--- config.mk ---
export PLATFORM = sky130hd
export DESIGN_NAME = linear_probe_hash_set
export DESIGN_NICKNAME = d
export VERILOG_FILES = /design/src/design/lphs_pkg.sv /design/src/design/lphs_ram.sv /design/src/design/lphs_datapath.sv /design/src/design/lphs_ctrl.sv /design/src/design/linear_probe_hash_set.sv
export SDC_FILE = /design/constraint.sdc
export NUM_CORES = 1
export LEC_CHECK = 0
export BUFFER_PORTS_ARGS = -buffer_cell sky130_fd_sc_hd__buf_2
export CELL_PAD_IN_SITES_DETAIL_PLACEMENT = 2
export CELL_PAD_IN_SITES_GLOBAL_PLACEMENT = 2
export CORE_MARGIN = 5
export CORE_UTILIZATION = 45
export DETAILED_ROUTE_END_ITERATION = 8
export HOLD_SLACK_MARGIN = 0.12
export PLACE_DENSITY = 0.85
export SLEW_MARGIN = 10
export SYNTH_ARGS = -nofsm -noshare
export SYNTH_HDL_FRONTEND = slang
export SYNTH_HIERARCHICAL = 1
export SYNTH_SLANG_ARGS = --single-unit
--- constraint.sdc ---
create_clock -name clk_i -period 5.6 [get_ports clk_i]
set_input_delay 0.56 -clock clk_i [delete_from_list [all_inputs] [get_ports clk_i]]
set_output_delay 0.56 -clock clk_i [all_outputs]
set_load 0.05 [all_outputs]
--- src/design/lphs_pkg.sv ---
// Shared constants, types and control structs for the linear probing hash set.
package lphs_pkg;

  localparam int TABLE_SIZE = 16;
  localparam int IDX_W      = $clog2(TABLE_SIZE);
  localparam int KEY_W      = 8;
  localparam int FUNC_W     = 2;
  localparam int STATUS_W   = 2;
  localparam int SLOT_W     = 4;

  typedef logic [IDX_W-1:0] idx_t;

  typedef enum logic [FUNC_W-1:0] {
    FUNC_INSERT = 2'd0,
    FUNC_DELETE = 2'd1,
    FUNC_LOOKUP = 2'd2,
    FUNC_NONE   = 2'd3
  } func_e;

  typedef enum logic [STATUS_W-1:0] {
    STATUS_OK     = 2'd0,
    STATUS_DUP    = 2'd1,
    STATUS_FULL   = 2'd2,
    STATUS_ABSENT = 2'd3
  } status_e;

  typedef enum logic [1:0] {
    SLOT_EMPTY = 2'd0,
    SLOT_USED  = 2'd1,
    SLOT_TOMB  = 2'd2
  } slot_state_e;

  typedef enum logic [1:0] {
    CTRL_IDLE,
    CTRL_PROBE,
    CTRL_RESULT
  } ctrl_state_e;

  typedef struct packed {
    logic accept;
    logic probe_en;
    logic out_load;
  } lphs_cmd_t;

  typedef struct packed {
    logic func_bad;
    logic probe_stop;
    logic out_busy;
  } lphs_stat_t;

endpackage

--- src/design/lphs_ram.sv ---
// Generic single-write, single-read RAM with registered read data.
module lphs_ram #(
  parameter int WIDTH = 8,
  parameter int DEPTH = 16
) (
  input  logic                     clk_i,
  input  logic                     we_i,
  input  logic [$clog2(DEPTH)-1:0] waddr_i,
  input  logic [WIDTH-1:0]         wdata_i,
  input  logic [$clog2(DEPTH)-1:0] raddr_i,
  output logic [WIDTH-1:0]         rdata_o
);

  logic [WIDTH-1:0] mem_q [DEPTH];
  logic [WIDTH-1:0] rdata_q;

  always_ff @(posedge clk_i) begin
    if (we_i) begin
      mem_q[waddr_i] <= wdata_i;
    end
    rdata_q <= mem_q[raddr_i];
  end

  assign rdata_o = rdata_q;

endmodule

--- src/design/lphs_datapath.sv ---
// Datapath: probe pointer, slot status flops, key memory, result and output registers.
module lphs_datapath
  import lphs_pkg::*;
(
  input  logic                clk_i,
  input  logic                rst_ni,
  input  lphs_cmd_t           cmd_i,
  output lphs_stat_t          stat_o,
  input  logic [FUNC_W-1:0]   func_i,
  input  logic [KEY_W-1:0]    key_i,
  input  logic                out_ready_i,
  output logic                out_valid_o,
  output logic [STATUS_W-1:0] status_o,
  output logic [SLOT_W-1:0]   slot_o
);

  idx_t                home;
  idx_t                idx_q;
  idx_t                idx_next;
  idx_t                count_q;
  idx_t                free_at_q;
  idx_t                free_now;
  idx_t                raddr;
  idx_t                st_waddr;
  logic                has_free_q;
  logic                has_free_now;
  logic [KEY_W-1:0]    key_q;
  logic [KEY_W-1:0]    rdata;
  func_e               func_q;
  slot_state_e         slot_state_q [TABLE_SIZE];
  slot_state_e         cur_st;
  slot_state_e         st_wdata;
  logic                is_empty;
  logic                is_used;
  logic                is_tomb;
  logic                match;
  logic                last;
  logic                stop;
  logic                ram_we;
  logic                st_we;
  status_e             res_status_q;
  status_e             res_status_d;
  logic [SLOT_W-1:0]   res_slot_q;
  logic [SLOT_W-1:0]   res_slot_d;
  logic                out_valid_q;
  status_e             out_status_q;
  logic [SLOT_W-1:0]   out_slot_q;

  assign home     = idx_t'(key_i % TABLE_SIZE);
  assign idx_next = (idx_q == idx_t'(TABLE_SIZE - 1)) ? '0 : idx_q + 1'b1;
  assign raddr    = cmd_i.probe_en ? idx_next : home;

  lphs_ram #(
    .WIDTH(KEY_W),
    .DEPTH(TABLE_SIZE)
  ) u_key_ram (
    .clk_i  (clk_i),
    .we_i   (ram_we),
    .waddr_i(free_now),
    .wdata_i(key_q),
    .raddr_i(raddr),
    .rdata_o(rdata)
  );

  assign cur_st       = slot_state_q[idx_q];
  assign is_empty     = (cur_st == SLOT_EMPTY);
  assign is_used      = (cur_st == SLOT_USED);
  assign is_tomb      = !is_empty && !is_used;
  assign match        = is_used && (rdata == key_q);
  assign last         = (count_q == idx_t'(TABLE_SIZE - 1));
  assign stop         = is_empty || match || last;
  assign has_free_now = has_free_q || is_empty || is_tomb;
  assign free_now     = has_free_q ? free_at_q : idx_q;

  always_comb begin
    ram_we       = 1'b0;
    st_we        = 1'b0;
    st_waddr     = idx_q;
    st_wdata     = SLOT_TOMB;
    res_status_d = res_status_q;
    res_slot_d   = res_slot_q;
    if (cmd_i.accept) begin
      res_status_d = STATUS_ABSENT;
      res_slot_d   = '0;
    end else if (cmd_i.probe_en && stop) begin
      res_status_d = STATUS_ABSENT;
      res_slot_d   = '0;
      case (func_q)
        FUNC_INSERT: begin
          if (match) begin
            res_status_d = STATUS_DUP;
            res_slot_d   = SLOT_W'(idx_q);
          end else if (has_free_now) begin
            ram_we       = 1'b1;
            st_we        = 1'b1;
            st_waddr     = free_now;
            st_wdata     = SLOT_USED;
            res_status_d = STATUS_OK;
            res_slot_d   = SLOT_W'(free_now);
          end else begin
            res_status_d = STATUS_FULL;
          end
        end
        FUNC_DELETE: begin
          if (match) begin
            st_we        = 1'b1;
            st_waddr     = idx_q;
            st_wdata     = SLOT_TOMB;
            res_status_d = STATUS_OK;
            res_slot_d   = SLOT_W'(idx_q);
          end
        end
        FUNC_LOOKUP: begin
          if (match) begin
            res_status_d = STATUS_OK;
            res_slot_d   = SLOT_W'(idx_q);
          end
        end
        default: begin
        end
      endcase
    end
  end

  always_ff @(posedge clk_i or negedge rst_ni) begin
    if (!rst_ni) begin
      has_free_q  <= 1'b0;
      out_valid_q <= 1'b0;
      for (int i = 0; i < TABLE_SIZE; i++) begin
        slot_state_q[i] <= SLOT_EMPTY;
      end
    end else begin
      if (cmd_i.accept) begin
        has_free_q <= 1'b0;
      end else if (cmd_i.probe_en && !has_free_q && is_tomb) begin
        has_free_q <= 1'b1;
      end
      if (cmd_i.out_load) begin
        out_valid_q <= 1'b1;
      end else if (out_ready_i) begin
        out_valid_q <= 1'b0;
      end
      if (st_we) begin
        slot_state_q[st_waddr] <= st_wdata;
      end
    end
  end

  always_ff @(posedge clk_i) begin
    if (cmd_i.accept) begin
      idx_q   <= home;
      count_q <= '0;
      key_q   <= key_i;
      func_q  <= func_e'(func_i);
    end else if (cmd_i.probe_en) begin
      idx_q   <= idx_next;
      count_q <= count_q + 1'b1;
      if (!has_free_q && is_tomb) begin
        free_at_q <= idx_q;
      end
    end
    res_status_q <= res_status_d;
    res_slot_q   <= res_slot_d;
    if (cmd_i.out_load) begin
      out_status_q <= res_status_q;
      out_slot_q   <= res_slot_q;
    end
  end

  assign stat_o.func_bad   = (func_i == FUNC_NONE);
  assign stat_o.probe_stop = stop;
  assign stat_o.out_busy   = out_valid_q && !out_ready_i;

  assign out_valid_o = out_valid_q;
  assign status_o    = out_status_q;
  assign slot_o      = out_slot_q;

  a_load_free: assert property (@(posedge clk_i) disable iff (!rst_ni)
    cmd_i.out_load |-> !(out_valid_q && !out_ready_i))
    else $error("Output register loaded while a result is still waiting.");

  a_insert_used: assert property (@(posedge clk_i) disable iff (!rst_ni)
    (cmd_i.probe_en && stop && func_q == FUNC_INSERT && !match && has_free_now)
    |=> slot_state_q[$past(free_now)] == SLOT_USED)
    else $error("Inserted slot was not marked occupied.");

  a_delete_tomb: assert property (@(posedge clk_i) disable iff (!rst_ni)
    (cmd_i.probe_en && stop && func_q == FUNC_DELETE && match)
    |=> slot_state_q[$past(idx_q)] == SLOT_TOMB)
    else $error("Deleted slot was not marked as a tombstone.");

endmodule

--- src/design/lphs_ctrl.sv ---
// Controller state machine that sequences accept, probe and result delivery.
module lphs_ctrl
  import lphs_pkg::*;
(
  input  logic       clk_i,
  input  logic       rst_ni,
  input  logic       in_valid_i,
  output logic       in_ready_o,
  input  lphs_stat_t stat_i,
  output lphs_cmd_t  cmd_o
);

  ctrl_state_e state_q;
  ctrl_state_e state_d;

  always_ff @(posedge clk_i or negedge rst_ni) begin
    if (!rst_ni) begin
      state_q <= CTRL_IDLE;
    end else begin
      state_q <= state_d;
    end
  end

  always_comb begin
    state_d    = state_q;
    cmd_o      = '0;
    in_ready_o = 1'b0;
    case (state_q)
      CTRL_IDLE: begin
        in_ready_o = 1'b1;
        if (in_valid_i) begin
          cmd_o.accept = 1'b1;
          state_d      = stat_i.func_bad ? CTRL_RESULT : CTRL_PROBE;
        end
      end
      CTRL_PROBE: begin
        cmd_o.probe_en = 1'b1;
        if (stat_i.probe_stop) begin
          state_d = CTRL_RESULT;
        end
      end
      CTRL_RESULT: begin
        if (!stat_i.out_busy) begin
          cmd_o.out_load = 1'b1;
          state_d        = CTRL_IDLE;
        end
      end
      default: begin
        state_d = CTRL_IDLE;
      end
    endcase
  end

endmodule

--- src/design/linear_probe_hash_set.sv ---
// Top level of the linear probing hash set: controller and datapath.
//
// The input channel (in_valid_i, in_ready_o) takes one item: an operation
// in func_i (insert, delete or lookup) and a key byte in key_i. The output
// channel (out_valid_o, out_ready_i) returns exactly one item per input
// item with status_o and slot_o, in input order.
// An accepted item probes one slot per cycle, starting at the home slot
// key modulo TABLE_SIZE, through a key RAM with registered read and the
// slot status flops. A probe visits 1 to TABLE_SIZE slots; an item is
// accepted, then probed, and its result is then loaded into the output
// register; the next item is taken only after that load. An unused
// operation code skips the probe and goes straight to the result.
// A new item is accepted while a finished result still waits in the
// output register. If the receiver stalls, the next result waits in the
// datapath until the output register frees, and no further item is taken.
// Reset marks all slots empty at once; no clearing pass is needed.
module linear_probe_hash_set
  import lphs_pkg::*;
(
  input  logic                clk_i,
  input  logic                rst_ni,
  input  logic                in_valid_i,
  output logic                in_ready_o,
  input  logic [FUNC_W-1:0]   func_i,
  input  logic [KEY_W-1:0]    key_i,
  output logic                out_valid_o,
  input  logic                out_ready_i,
  output logic [STATUS_W-1:0] status_o,
  output logic [SLOT_W-1:0]   slot_o
);

  lphs_cmd_t  cmd;
  lphs_stat_t stat;

  lphs_ctrl u_ctrl (
    .clk_i     (clk_i),
    .rst_ni    (rst_ni),
    .in_valid_i(in_valid_i),
    .in_ready_o(in_ready_o),
    .stat_i    (stat),
    .cmd_o     (cmd)
  );

  lphs_datapath u_datapath (
    .clk_i      (clk_i),
    .rst_ni     (rst_ni),
    .cmd_i      (cmd),
    .stat_o     (stat),
    .func_i     (func_i),
    .key_i      (key_i),
    .out_ready_i(out_ready_i),
    .out_valid_o(out_valid_o),
    .status_o   (status_o),
    .slot_o     (slot_o)
  );

endmodule

# Yosys cells after proc, flatten, opt, wreduce, memory -nomap -nowiden
# Memory sizes are Yosys's and may differ from the RTL's. A register that Yosys moved wholly into a read port is not among the register bits.
# Index checks and enable logic that the tools add are counted.
[op_classes]
n_eq_ne = 12
add_sub_neg = 2
magnitude_cmp = 3
n_mux = 55
n_reduce_logical = 25
bitwise_logic = 3
[ops]
columns = ["operator", "n"]
rows = [
  ["two-way mux 4 bit", 13],
  ["bitwise mux 32 bit", 1],
  ["two-way mux 2 bit", 15],
  ["two-way mux 1 bit", 20],
  [">= comparator 5 bit, second input constant", 2],
  ["NOT 4 -> 5 bit", 2],
  ["adder 4 x 1 -> 4 bit, second input constant", 2],
  ["binary-select mux 2 bit (select 4 bit)", 1],
  ["demux 2 bit (select 4 bit)", 1],
  ["equality test 4 bit, second input constant", 2],
  ["equality test 8 bit", 1],
  ["logical AND 1 bit", 8],
  ["one-hot mux 4 bit (2 select lines)", 1],
  ["equality test 2 x 1 -> 1 bit, second input constant", 3],
  ["equality test 2 bit, second input constant", 3],
  ["zero test 2 bit", 3],
  ["one-hot mux 2 bit (3 select lines)", 1],
  ["AND reduction 3 bit", 2],
  ["nonzero test 2 bit", 3],
  ["less-than comparator 5 x 1 -> 1 bit, second input constant", 1],
  ["zero test 1 bit", 4],
  ["logical OR 1 bit", 4],
  ["!= test 2 bit, second input constant", 2],
  ["one-hot mux 2 bit (2 select lines)", 1],
  ["other kinds (4)", 4],
]
[word_totals]
ramBits = 128
reg_bits = 70
wordCells = 129
out_inout_bits = 8
input_bits = 14
n_memories = 1
[mem_list]
columns = ["name", "depth", "word_bits", "read_ports", "rd_ports_with_merged_regs", "wr", "line", "source"]
rows = [
  ["u_datapath.u_key_ram.mem_q", 16, 8, 1, 1, 1, "lphs_ram.sv:14", "logic [WIDTH-1:0] mem_q [DEPTH];"],
]

# Depth between registers and ports, before layout
# Gate-level depths: netlist (run 1).
[logic_depth]
word_depth = 19
ltp_mapped = 11
depth_no_buf = 9

# Cells and area by module
# Netlist (run 1), hierarchy kept.
[by_module_without_submodules]
columns = ["module", "area_per_inst_um2", "cells_each", "n_inst"]
rows = [
  ["lphs_ram", 5147.4, 229, 1],
  ["lphs_datapath", 3479.6, 287, 1],
  ["lphs_ctrl", 121.4, 13, 1],
]

# Worst setup path before layout (run 1)
# Ideal clock, no wire load.
[synth_path]
path_type = "register to register"
startpoint = "reg u_datapath.idx_q[1]"
endpoint = "mem u_datapath.u_key_ram.mem_q[0][0] (enable)"
setup_slack_ns = 1.674
arrival_ns = 3.542
t_required_ns = 5.217
synth_period_minus_slack_ns = 3.926
path_stages_with_launch = 12
cell_sequence = "edfxtp_1 -> clkbuf_1 -> mux4_2 -> mux2_2 -> a32oi_4 -> o21ai_1 -> nand2_1 -> nand3_1 -> inv_1 -> clkbuf_1 -> or3b_2 -> nor3_1"
[synth_via]
elab_cells_between_ends = 23
cone_classes = "eq/ne (1); mux (11); bitwise (1); reduce/logical (10)"
[synth_lines]
columns = ["item", "line", "source"]
rows = [
  ["start, declared", "lphs_datapath.sv:18", "idx_t idx_q;"],
  ["start signal, assigned", "lphs_datapath.sv:151", "idx_q <= home;"],
  ["start signal, assigned", "lphs_datapath.sv:156", "idx_q <= idx_next;"],
  ["NOT 4 -> 5 bit (not written as such) (*)", "lphs_datapath.sv:65", "assign cur_st = slot_state_q[idx_q];"],
  ["binary-select mux 2 bit (select 4 bit) (*)", "lphs_datapath.sv:65", ""],
  ["two-way mux 2 bit (not written as such) (*) (2 in a row)", "lphs_datapath.sv:65", ""],
  ["equality test 2 x 1 -> 1 bit", "lphs_datapath.sv:67", "assign is_used = (cur_st == SLOT_USED);"],
  ["logical AND 1 bit", "lphs_datapath.sv:69", "assign match = is_used && (rdata == key_q);"],
  ["logical OR 1 bit (*) (2 in a row)", "lphs_datapath.sv:71", "assign stop = is_empty || match || last;"],
  ["net u_datapath.stop", "lphs_datapath.sv:38", "logic stop;"],
  ["logical AND 1 bit (*)", "lphs_datapath.sv:85", "end else if (cmd_i.probe_en && stop) begin"],
  ["two-way mux 1 bit (*)", "lphs_datapath.sv:85", ""],
  ["two-way mux 1 bit (*)", "lphs_datapath.sv:82", "if (cmd_i.accept) begin"],
  ["net u_datapath.ram_we", "lphs_datapath.sv:39", "logic ram_we;"],
  ["two-way mux 1 bit (*)", "lphs_ram.sv:18", "if (we_i) begin"],
  ["two-way mux 1 bit (not written as such) (*)", "lphs_ram.sv:19", "mem_q[waddr_i] <= wdata_i;"],
  ["end, declared", "lphs_ram.sv:14", ""],
]
# The timed path passes the listed nets; every way through them passes the cells marked *. The select of a mux whose other input is x is not followed.

==> results of run 1 <==
[power groups by stage]
stage / sequential (mW) / combinational [mW] / clock (mW)
after CTS: 2.10 / 1.18 / 1.55
after floorplan: 2.05 / 0.858 / 0
after global placement: 2.09 / 1.09 / 0
after global routing: 2.12 / 1.26 / 1.63
after detailed placement: 2.13 / 1.16 / 0
final: 2.09 / 1.17 / 1.52
[state kept, by name, indices dropped and copies added (netlist names)]
signal	cells
u_datapath/free_at_q	4
u_datapath/idx_q	4
u_datapath/func_q	2
u_datapath/out_valid_o	1
u_datapath/u_key_ram/mem_q	128
u_datapath/slot_o	4
u_datapath/res_slot_q	4
u_datapath/status_o	2
u_ctrl/state_q	2
u_datapath/has_free_q	1
u_datapath/res_status_q	2
u_datapath/count_q	4
u_datapath/u_key_ram/rdata_o	8
u_datapath/slot_state_q	32
u_datapath/key_q	8
[final timing paths]
kind                                               start                                to  cells past startpoint
min in group clk_i                              key_i[7]               u_datapath/key_q[7]                      1
worst min-delay path                              rst_ni                 u_ctrl/state_q[0]                      1
max in group asynchronous                         rst_ni        u_datapath/slot_state_q[8]                      1
worst max register to register       u_datapath/key_q[2]  u_datapath/u_key_ram/mem_q[3][7]                      9
worst max-delay path                 u_datapath/key_q[2]  u_datapath/u_key_ram/mem_q[3][7]                      9
worst min register to register  u_datapath/res_slot_q[3]              u_datapath/slot_o[3]                      0
[metal layers]
| layer | share of wire (%) | wire length (um) | GRT usage, % |
|---|---|---|---|
| met5 | 0 | 0 | 0 |
| met4 | 2.9 | 651 | 6.362 |
| met3 | 4.8 | 1080 | 3.574 |
| met2 | 53 | 12140 | 37.62 |
| met1 | 39 | 8843 | 26.43 |
[per-stage QoR]
stage	utilization [%]	hold WS, ns
after floorplan	-	0.2644
after global placement	47.19	0.4120
after detailed placement	47.19	0.4233
after CTS	51.16	0.1452
after global routing	51.16	0.1932
final	51.16	0.1374
[cells in the mapped netlist, types with 2 or more instances]
master	instances
a211o_1	4
a21oi_1	12
a22oi_1	20
a31oi_1	2
and2_1	6
and3_1	2
buf_1	2
buf_2	4
buf_4	2
buf_6	4
clkbuf_1	9
clkdlybuf4s25_2	3
dfrtp_1	36
dfxtp_1	18
edfxtp_1	152
ha_1	5
inv_1	9
mux2_1	23
mux2_2	21
mux2i_1	8
mux4_1	14
mux4_2	25
nand2_1	30
nand2b_1	5
nand3_1	8
nand3b_1	4
nand4_1	3
nor2_1	30
nor2b_1	5
nor3_1	16
nor4_1	3
o21ai_0	2
or2_2	3
or3_1	5
xor2_1	11
[final cells by class]
type                    count  area, sq um
clock buffers              30        643.1
clock inverters            12        122.6
fillers                  1746         9412
inverters                   9        33.78
multi-input cells         290         2738
flip-flops and latches    206         5826
well taps                 265        331.6
repair buffers             29        165.2
[kinds of logic after synthesis]
family                     count (synthesis)  share of synthesized area [%]
xor gates and xnor gates                  12                          1.201
AOI/OAI and AO/OA                         53                          4.520
and+or+nand+nor                          129                          7.638
adders and majority gates                  5                         0.7151
buffers and inverters                     33                          2.117
DFF                                      206                          66.59
muxes                                     91                          17.22
==> metrics.csv, run 1 <==
metric;value;unit
status;completed;
most common cell after layout, fill and taps aside;edfxtp_1;
CP bufs+invs;1;
largest net degree at the start of global routing;37;
post-route design area;0.009859;sq mm
Netlist Area Pre-Place;0.008748;sq mm
P_leak;3.564;nW
crit path time final;4.785;ns
Max transition margin;22.91;%
final setup margin;0.8153;ns
Final GP Congestion;0.8137;
Critical Path Start Type;flip-flop;
Comb pwr share;24.5;%
unrepaired setup endpoints after global routing;no;
PortBufs;21;
syn_area_per_cell;16.54;sq um
Max Buffers Root-to-Sink;3;
HP Class;in2async;
Syn Nets;548;
num ports;22;
Max IR drop VDD;0.3167;mV
die area;0.02233;sq mm
Synth cell types;58;
Iteration-0 DRC Markers;306;
total CTS buffers;23;
Yosys reg bits;206;
Placed Area;0.009094;sq mm
# Post-CTS Setup Buffers;0;
Placed Cells;799;
Pwr Total;4.782;mW
Clock transition at path regs;0.06;ns
Core ar.;0.01927;sq mm
hpwl dp;15570;um
Root Buffer;clkbuf_16;
H-tree Lvls;1;
vias per cell;5.830;
synth top area cells;edfxtp_1 (52%), dfrtp_1 (10%), mux4_2 (6.4%);
Switch Pwr;1.563;mW
post-synthesis cell count;529;
CTS resizes;0;
Setup TNS Final;0;ns
CP max stage cell;edfxtp_1;
initial antenna violation count;0;
area leader, netlist;edfxtp_1;
clk_skew;0.01795;ns
Max FO, Critical Path;17;
Clock Sinks;206;
wirelength, routed;22720;um
pwr dens;485.0;mW/mm^2
post-synth top area share;52.17;%
Rows;51;
fmax;209.0;MHz
fin crit share;85.44;%
die height;149.4;um
clk_lat worst skew;0.52;ns
pre-CTS WS;0.7381;ns
fraction of registers with async set or reset after synthesis;17.48;%
initial core utilization;45.40;%
Max Cap Viol;0;
first-pass GRT wire length;35130;um
Switching Fraction;32.68;%
clock share of power;31.7;%
die width;149.4;um
Worst Setup Path Type;reg2reg;
Vias;4903;
Critical Path RT;5.74;ns
Post-synth EDFFs;152;
total gr overflow;0;
vias in the first global route;5533;
fraction of layout cells with a size suffix above 1;21.01;%
wire length per cell;27.01;um
Fin. Hold Viols;0;
power share of the sequential group;43.8;%
antenna viol nets, final;0;
Slew @ Worst Pin;1.156;ns
critical path cell sequence;xor2_1 -> nor4_1 -> and2_1 -> o21ai_1 -> nand2_1 -> nand3_1 -> inv_1 -> or3b_2 -> nor2_1;
Post-synth top flop;edfxtp_1;
GR Util All Layers;21.09;%
Crit path largest cell delay;0.66;ns
Reg2Reg Setup Slack;0.82;ns
Post-CTS Hold Buffers;0;
setup violators final;0;
CP arrival;4.93;ns
critical path's top delay family;simple AND/OR/NAND/NOR gates;
DRC violations left;0;
CTS tree;yes;
first-pass iteration count of the detailed router;4;
internal power;3.219;mW
P&R area growth vs syn;12.70;%
fin nets;578;
Yosys warnings;6;
Slew Limit Fails;0;
ANT cells;0;
CP Capture Type;flip-flop;
highest-count cells in the layout ignoring fill and taps;edfxtp_1 (152), dfrtp_1 (36), nor2_1 (30), nand2_1 (30), mux4_2 (25);
sequential-to-total area share from yosys stat;66.59;%
Post-Layout Cell Count;841;
(Power assumes the default switching activity.)
==> inputs of run 2 (changes only) <==
--- a/config.mk
+++ b/config.mk
@@ -9,10 +9,10 @@
 export CELL_PAD_IN_SITES_DETAIL_PLACEMENT = 2
 export CELL_PAD_IN_SITES_GLOBAL_PLACEMENT = 2
 export CORE_MARGIN = 5
-export CORE_UTILIZATION = 45
+export CORE_UTILIZATION = 30
 export DETAILED_ROUTE_END_ITERATION = 8
 export HOLD_SLACK_MARGIN = 0.12
-export PLACE_DENSITY = 0.85
+export PLACE_DENSITY = 0.64
 export SLEW_MARGIN = 10
 export SYNTH_ARGS = -nofsm -noshare
 export SYNTH_HDL_FRONTEND = slang
==> metrics.csv, run 2 (synthesized netlist as in run 1, its figures left out) <==
metric;value;unit
GR Util All Layers;12.93;%
Slew @ Worst Pin;1.192;ns
vias in the first global route;5473;
wire length per cell;22.09;um
most common cell after layout, fill and taps aside;edfxtp_1;
Max IR drop VDD;0.2360;mV
Iteration-0 DRC Markers;239;
Clock transition at path regs;0.06;ns
die height;180.8;um
fin nets;577;
fill cell count;2876;
critical path cell sequence;xor2_1 -> nor4_1 -> and2_1 -> o21ai_1 -> nand2_1 -> nand3_1 -> buf_4 -> inv_1 -> or3b_2 -> nor2_1;
P&R area growth vs syn;13.39;%
# Post-CTS Setup Buffers;0;
final setup margin;0.9908;ns
unrepaired setup endpoints after global routing;no;
clk_lat worst skew;0.50;ns
Max Cap Viol;0;
fmax;217.0;MHz
total gr overflow;0;
largest net degree at the start of global routing;37;
Clock Sinks;206;
fin util;34.47;%
CP arrival;4.73;ns
P_leak;3.521;nW
Final GP Congestion;0.8181;
highest-count cells in the layout ignoring fill and taps;edfxtp_1 (152), dfrtp_1 (36), nor2_1 (30), nand2_1 (30), mux4_2 (25);
wirelength, routed;21160;um
max reg flops;128;
die area;0.03268;sq mm
antenna viol nets, final;0;
fin crit share;82.31;%
initial antenna violation count;0;
Rows;62;
CP bufs+invs;2;
hpwl dp;14560;um
Top reg by flops;u_datapath/u_key_ram/mem_q;
clk_skew;0.007139;ns
fraction of layout cells with a size suffix above 1;19.86;%
Worst Setup Path Type;reg2reg;
initial core utilization;30.40;%
Crit path largest cell delay;0.68;ns
crit path time final;4.609;ns
PortBufs;21;
Crit path depth;10;
Post-Layout Cell Count;958;
Fin. Hold Viols;0;
first-pass GRT wire length;33180;um
pwr dens;466.3;mW/mm^2
vias per cell;4.974;
Max transition margin;20.55;%
path depth of the worst reg2reg path;10;
Critical Path RT;5.72;ns
Placed Cells;918;
Critical Path Start Type;flip-flop;
pre-CTS WS;0.9662;ns
HP Class;in2async;
total CTS buffers;22;
setup violators final;0;
H-tree Lvls;1;
num ports;22;
DRC violations left;0;
CP Capture Type;flip-flop;
Post-CTS Hold Buffers;0;
ANT cells;0;
Slew Limit Fails;0;
CTS resizes;0;
critical path's top delay family;simple AND/OR/NAND/NOR gates;
Core ar.;0.02878;sq mm
Regs by FF count;u_datapath/u_key_ram/mem_q (128), u_datapath/slot_state_q (32);
Vias;4765;
Setup TNS Final;0;ns
first-pass iteration count of the detailed router;4;
Root Buffer;clkbuf_16;
CP max stage cell;nor4_1;
die width;180.8;um
Max FO, Critical Path;20;
status;completed;
Max Buffers Root-to-Sink;3;
CTS tree;yes;
-- run 2: cell types whose count changed in the layout (fill, tap and decap cells not counted), sizes merged --
cell and delta:
clkbuf -3, clkinv +3, clkinvlp -1, bufinv -1
-- run 2: cell type report --
| cell class | instances | area, sq um | area share, % |
|---|---|---|---|
| Inverter | 9 | 33.78 | 0.3406 |
| Clock inverter | 13 | 86.33 | 0.8703 |
| Multi-Input combinational cell | 290 | 2738 | 27.60 |
| Tap cell | 384 | 480.5 | 4.844 |
| Timing Repair Buffer | 29 | 165.2 | 1.665 |
| Clock buffer | 27 | 590.6 | 5.954 |
| Sequential cell | 206 | 5826 | 58.73 |
-- run 2: final timing paths --
check	startpoint	endpoint	slack [ns]
hold reg to reg	u_datapath/res_slot_q[1]	u_datapath/slot_o[1]	0.43
setup reg to reg	u_datapath/key_q[2]	u_datapath/u_key_ram/mem_q[1][6]	0.99
max in group asynchronous	rst_ni	u_datapath/slot_state_q[4]	4.90
hold / removal	rst_ni	u_ctrl/state_q[0]	0.16
setup / recovery	u_datapath/key_q[2]	u_datapath/u_key_ram/mem_q[1][6]	0.99
min in group clk_i	key_i[7]	u_datapath/key_q[7]	0.24
-- run 2: per-layer routing --
layer  track usage (%)  wire [um]
met1             16.53       9112
met2             23.19      10980
met3             1.910        566
met5                 0          0
met4             3.116        505
-- run 2: per-stage QoR --
step / hold slack [ns] / power, mW / area (sq um)
floorplan: 0.2644 / 2.909 / 8748
global placement: 0.4155 / 3.237 / 9243
detailed placement: 0.4256 / 3.299 / 9243
CTS: 0.1608 / 4.694 / 9920
global route: 0.2081 / 4.878 / 9920
finish: 0.1628 / 4.626 / 9920
-- run 2: power by group --
group	total, mW	internal (mW)	switching (mW)	leakage, nW
Sequential	2.08	1.87	0.210	2.02
Clock	1.37	0.794	0.575	0.336
Combinational	1.17	0.438	0.734	1.17
